File: src/rtl/erm_pkg.sv
// Package with shared types, constants and CORDIC arctangent table for the rotation matrix unit.
package erm_pkg;

    localparam int CORDIC_STEPS = 24;
    localparam int CORDIC_FRAC = 30;
    localparam int QUEUE_DEPTH = 4;
    localparam int QUEUE_PTR_BITS = 2;
    localparam logic signed [33:0] CORDIC_GAIN_Q30 = 34'sd652032874;

    typedef logic signed [33:0] cordic_word_t;
    typedef logic signed [32:0] cordic_angle_t;

    typedef struct packed {
        cordic_word_t  x;
        cordic_word_t  y;
        cordic_angle_t z;
        logic [1:0]    quad;
    } cordic_lane_t;

    typedef struct packed {
        logic signed [31:0] cx;
        logic signed [31:0] sx;
        logic signed [31:0] cy;
        logic signed [31:0] sy;
        logic signed [31:0] cz;
        logic signed [31:0] sz;
    } trig_set_t;

    function automatic cordic_angle_t atan_turn(input logic [4:0] idx);
        cordic_angle_t r;
        case (idx)
            5'd0:  r = 33'sd536870912;
            5'd1:  r = 33'sd316933406;
            5'd2:  r = 33'sd167458907;
            5'd3:  r = 33'sd85004756;
            5'd4:  r = 33'sd42667331;
            5'd5:  r = 33'sd21354465;
            5'd6:  r = 33'sd10679838;
            5'd7:  r = 33'sd5340245;
            5'd8:  r = 33'sd2670163;
            5'd9:  r = 33'sd1335087;
            5'd10: r = 33'sd667544;
            5'd11: r = 33'sd333772;
            5'd12: r = 33'sd166886;
            5'd13: r = 33'sd83443;
            5'd14: r = 33'sd41722;
            5'd15: r = 33'sd20861;
            5'd16: r = 33'sd10430;
            5'd17: r = 33'sd5215;
            5'd18: r = 33'sd2608;
            5'd19: r = 33'sd1304;
            5'd20: r = 33'sd652;
            5'd21: r = 33'sd326;
            5'd22: r = 33'sd163;
            5'd23: r = 33'sd81;
            default: r = '0;
        endcase
        return r;
    endfunction

endpackage

File: src/rtl/erm_queue.sv
// Small FIFO between the sine/cosine front end and the matrix back end.
module erm_queue (
    input  logic                aclk,
    input  logic                aresetn,
    input  logic                wr_en,
    input  erm_pkg::trig_set_t  wr_data,
    input  logic                rd_en,
    output erm_pkg::trig_set_t  rd_data,
    output logic                not_empty,
    output logic [erm_pkg::QUEUE_PTR_BITS:0] count
);
    import erm_pkg::*;

    trig_set_t mem_reg [QUEUE_DEPTH];
    logic [QUEUE_PTR_BITS-1:0] wp_reg, rp_reg;
    logic [QUEUE_PTR_BITS:0]   cnt_reg;

    always_ff @(posedge aclk) begin
        if (wr_en) mem_reg[wp_reg] <= wr_data;
    end

    always_ff @(posedge aclk) begin
        if (!aresetn) begin
            wp_reg <= '0;
            rp_reg <= '0;
            cnt_reg <= '0;
        end else begin
            if (wr_en) wp_reg <= wp_reg + 1'b1;
            if (rd_en) rp_reg <= rp_reg + 1'b1;
            cnt_reg <= cnt_reg + (QUEUE_PTR_BITS+1)'(wr_en) - (QUEUE_PTR_BITS+1)'(rd_en);
        end
    end

    assign rd_data = mem_reg[rp_reg];
    assign not_empty = cnt_reg != '0;
    assign count = cnt_reg;
endmodule

File: config.mk
export PLATFORM = sky130hd
export DESIGN_NAME = erm_queue
export DESIGN_NICKNAME = d
export VERILOG_FILES = /design/src/rtl/erm_pkg.sv /design/src/rtl/erm_queue.sv
export SDC_FILE = /design/constraint.sdc
export NUM_CORES = 1
export LEC_CHECK = 0
export BUFFER_PORTS_ARGS = -buffer_cell sky130_fd_sc_hd__buf_2
export CORE_ASPECT_RATIO = 1.5
export CORE_MARGIN = 8
export CORE_UTILIZATION = 44
export DETAILED_ROUTE_END_ITERATION = 10
export GPL_ROUTABILITY_DRIVEN = 0
export PLACE_DENSITY_LB_ADDON = 0.08
export SLEW_MARGIN = 15
export SYNTH_ARGS = -nofsm -noshare
export SYNTH_HDL_FRONTEND = slang
export SYNTH_SLANG_ARGS = --single-unit
export TNS_END_PERCENT = 100
File: constraint.sdc
create_clock -name aclk -period 11.4 [get_ports aclk]
set_clock_uncertainty 0.05 [all_clocks]
set_input_delay 1.71 -clock aclk [delete_from_list [all_inputs] [get_ports aclk]]
set_output_delay 1.71 -clock aclk [all_outputs]
set_load 0.1 [all_outputs]
### Yosys cells after proc, flatten, opt, wreduce, memory -nomap -nowiden

Memory sizes are Yosys's and may differ from the RTL's. A register that Yosys moved wholly into a read port is not among the register bits.
Index checks and enable logic that the tools add are counted.

* multiplexer cells: 4
* reduce and logical (&&, ||, !) cells: 1
* add/subtract/negate cells: 4

Operators with widths (count)
* 2-bit by 1-bit adder with 2-bit output, second input constant: 2
* 2-bit two-way mux: 2
* 3-bit by 1-bit adder with 3-bit output: 1
* 3-bit nonzero test: 1
* 3-bit by 1-bit subtractor with 3-bit output: 1
* 1-bit two-way mux: 2

* word-level logic and storage cells: 13
* register bits: 7
* input port bits: 196
* output and inout port bits: 196
* memories kept: 1
* RAM bits: 768

Memories
* mem_reg: words 4, bits a word 192, read ports 1, clocked after Yosys merged registers in 1, wr ports 1, RTL line erm_queue.sv:14 `trig_set_t mem_reg [QUEUE_DEPTH];`

### Longest topological paths before layout

* depth in word-level cells: 3
* gate-level depth with buffers: 7
* mapped depth without buffers: 7

### Worst setup path after synthesis

Ideal clock, no wire load.

* kind: input-to-reg
* start point: input port wr_en
* end point: memory mem_reg[0][0] in the netlist's numbering (enable)
* path slack: 4706 ps
* setup time: 575 ps
* data arrival time: 6069 ps
* path buffers: 0
* stages on the path: 1
* required time: 10775 ps
* cell sequence: and2_1

* longest elaborated chain between the ends: 2

RTL lines
* start, declared: RTL line erm_queue.sv:5 `input logic wr_en,`
* 1-bit two-way mux: RTL line erm_queue.sv:19 `if (wr_en) mem_reg[wp_reg] <= wr_data;`
* 1-bit two-way mux (not written as such): RTL line erm_queue.sv:19
* end, declared: RTL line erm_queue.sv:14

Every way passes these cells.

==> impl_metrics.csv <==
group,metric,value,unit
clock_tree,cts_tree,"yes",
critical_path,worstPathRequired,9.64,ns
power_and_ir_drop,p_int,4.926,mW
clock_tree,clockRootBuffer,"clkbuf_16",
clock_tree,clk_pin_slew,0.06,ns
placement,hpwl,37980,um
critical_path,path_delay_family,"buffers and inverters",
logic_synthesis,ys_ff_latch,777,
critical_path,worstPathArrival,3.81,ns
sta,fin_setup_tns,0,ns
layout,largest_register_ffs,768,
sta,fin_crit_sh,48.82,%
power_and_ir_drop,peakVddDrop,159.4,uV
drt,first_pass_iters,5,
sta,slew_violations,0,
sta,finalHoldViolCount,0,
clock_tree,postCtsSetupRepairBufs,0,
sta,post-route-min-period,5.566,ns
floorplanning,die_w,223.2,um
critical_path,cpMaxStageDelayCell,"buf_4",
logic_synthesis,synth_warnings,0,
floorplanning,start_util,44.26,%
placement,numPortBuffers,391,
run,maxCapViolCount,0,
logic_synthesis,yosysSeqAreaShare,82.00,%
drt,totalWireLength,61520,um
critical_path,path_class,"register to primary output",
drt,routedWlPerCell,25.98,um
grt,grt_pass1_wl,90890,um
drt,drcViolationCount,0,
clock_tree,post_cts_resized,0,
layout,nets,1686,
power_and_ir_drop,p_sw_share,30.06,%
sta,whs,0.4926,ns
logic_synthesis,synth_area_per_cell,27.12,um2
drt,vias,12590,
clock_tree,h-tree-depth,3,
drt,drt_iter0_drc,896,
sta,tightest_slew,1.293,ns
power_and_ir_drop,p_per_area,211.1,mW/mm2
layout,fillers,5012,
sta,max_slew_margin,13.81,%
power_and_ir_drop,power_frac_comb,18.7,%
layout,fin_area,0.03337,mm2
logic_synthesis,syn_nets,1248,
floorplanning,die_area,0.07297,mm2
grt,grt_max_degree,152,
logic_synthesis,synth_cell_type_count,20,
drt,antenna_left,0,
critical_path,reg2reg_setup_slack,8.21,ns
grt,grt.overflow.total,0,
critical_path,crit_buf_inv,3,
critical_path,path_max_fanout,49,
status,status,"completed",
sta,clock.fmax,179.7,MHz
grt,grt_use_total,16.80,%
logic_synthesis,netlist_area,0.02834,mm2
grt,antenna_found_initial,25,
placement,placed_area,0.03096,mm2
layout,final_layout_size_suffix_gt1_share,45.79,%
critical_path,cp-end-kind,"primary output",
power_and_ir_drop,pwr-share-clk,34.1,%
power_and_ir_drop,p_leak,11.10,nW
floorplanning,io_pins,392,
critical_path,crit_chain,"buf_4 -> buf_4 -> mux4_2 -> buf_2",
power_and_ir_drop,power_frac_seq,47.2,%
sta,setup_viol,0,
floorplanning,core,0.06404,mm2
hold_path,min_path_type,"register to register",
clock_tree,cts_buffers,73,
floorplanning,rows,114,
sta,grt_setup_unrepaired,"no",
clock_tree,ctsHoldBuffers,0,
power_and_ir_drop,netSwitchingPower,2.118,mW
critical_path,slowest_delay,0.88,ns
clock_tree,clock-sinks,777,
layout,area_growth_syn_to_layout,17.72,%
grt,grt_pass1_vias,13590,
critical_path,cpMostUsedCell,"buf_4",
critical_path,startpoint_type,"register",
logic_synthesis,synth_cells,1045,
drt,viasPerCell,5.317,
clock_tree,cts_max_path_buffers,3,
floorplanning,die_h,326.9,um
clock_tree,insertion_delay,0.61,ns
worst register-to-register path: stages, from the launching register on:
cell and delay (ns):
dfxtp_1 0.40, ha_1 0.17, and2_4 0.57, buf_4 0.68, buf_4 0.89
final timing paths:
path	cells past startpoint	end	from
setup / recovery	4	rd_data[131]	register
hold / removal	2	register	rp_reg[1]
setup reg to reg	4	mem_reg[3][100]	wp_reg[0]
hold reg to reg	2	register	rp_reg[1]
power groups by stage:
stage          Sequential [mW]  Clock (mW)  Combinational, mW
3_5_place_dp              3.39           0               1.34
5_1_grt                   3.33        2.58               1.37
6_report                  3.32        2.41               1.32
4_1_cts                   3.33        2.48               1.34
2_1_floorplan             3.41           0               1.08
3_3_place_gp              3.38           0               1.33
synthesized netlist by cell type:
master,instances,area [um2]
nor2_1,5,18.77
fa_1,1,20.02
a21oi_1,1,5.000
or3_1,1,6.260
mux4_2,192,4324
clkbuf_1,3,11.26
buf_6,1,11.26
buf_2,18,90.09
dfxtp_1,9,180.2
xor3_1,1,23.77
buf_4,1,7.510
and2_1,6,37.54
edfxtp_1,768,23060
buf_12,20,400.4
nand3b_1,1,7.510
ha_1,6,75.07
xnor2_1,2,17.52
a21bo_2,1,10.01
mux2i_1,1,10.01
inv_1,7,26.28
metal layers:
metal,up-vias,global-route usage [%],wire [um]
met5,-,0,73
met4,12,6.124,1624
met3,102,5.655,5037
met2,401,27.43,30610
met1,6644,20.75,24180
li1,5432,-,-
kinds of logic (layout without fill, tap and decap cells):
kind of cell | Yosys count | after routing | share of synthesized area [%]
AO/OA/AOI/OAI | 2 | 2 | 0.05296
XOR/XNOR | 3 | 3 | 0.1457
adder cells (fa/ha/maj) | 7 | 7 | 0.3355
buffers and inverters | 50 | 549 | 1.929
flip-flops | 777 | 777 | 82.00
multiplexers | 193 | 193 | 15.29
other | 0 | 12 | 0
AND/OR/NAND/NOR | 13 | 13 | 0.2472
layout by cell type, fill, tap and decap left out, drive strengths merged:
| master | count |
|---|---|
| nor2 | 5 |
| and2 | 6 |
| diode | 12 |
| a21oi | 1 |
| ha | 6 |
| clkinv | 33 |
| inv | 10 |
| clkinvlp | 3 |
| mux2i | 1 |
| dfxtp | 9 |
| clkbuf | 89 |
| a21bo | 1 |
| or3 | 1 |
| bufinv | 8 |
| xor3 | 1 |
| mux4 | 192 |
| fa | 1 |
| buf | 406 |
| edfxtp | 768 |
| xnor2 | 2 |
| nand3b | 1 |
cell type report:
cell class              count  area (um2)  share of cell area (%)
flip-flops and latches    777       23250                   69.68
multi-input cells         218        4566                   13.68
repair buffers            406        2107                   6.315
clock buffers              89        1908                   5.718
well taps                 812        1016                   3.045
clock inverters            47       464.2                   1.391
diodes                     12       30.03                 0.09000
inverters                   7       26.28                 0.07875
per-stage QoR:
| step | power [mW] | worst slack [ns] | util, % | cells |
|---|---|---|---|---|
| after floorplan | 4.492 | 4.706 | - | 1045 |
| after global placement | 4.714 | 6.266 | 48.35 | 2220 |
| after detailed placement | 4.724 | 6.276 | 48.35 | 2220 |
| after CTS | 7.149 | 5.585 | 52.05 | 2356 |
| after global routing | 7.284 | 5.477 | 52.07 | 2361 |
| final | 7.044 | 5.834 | 52.10 | 2368 |
Power figures use the tool's default switching activity.
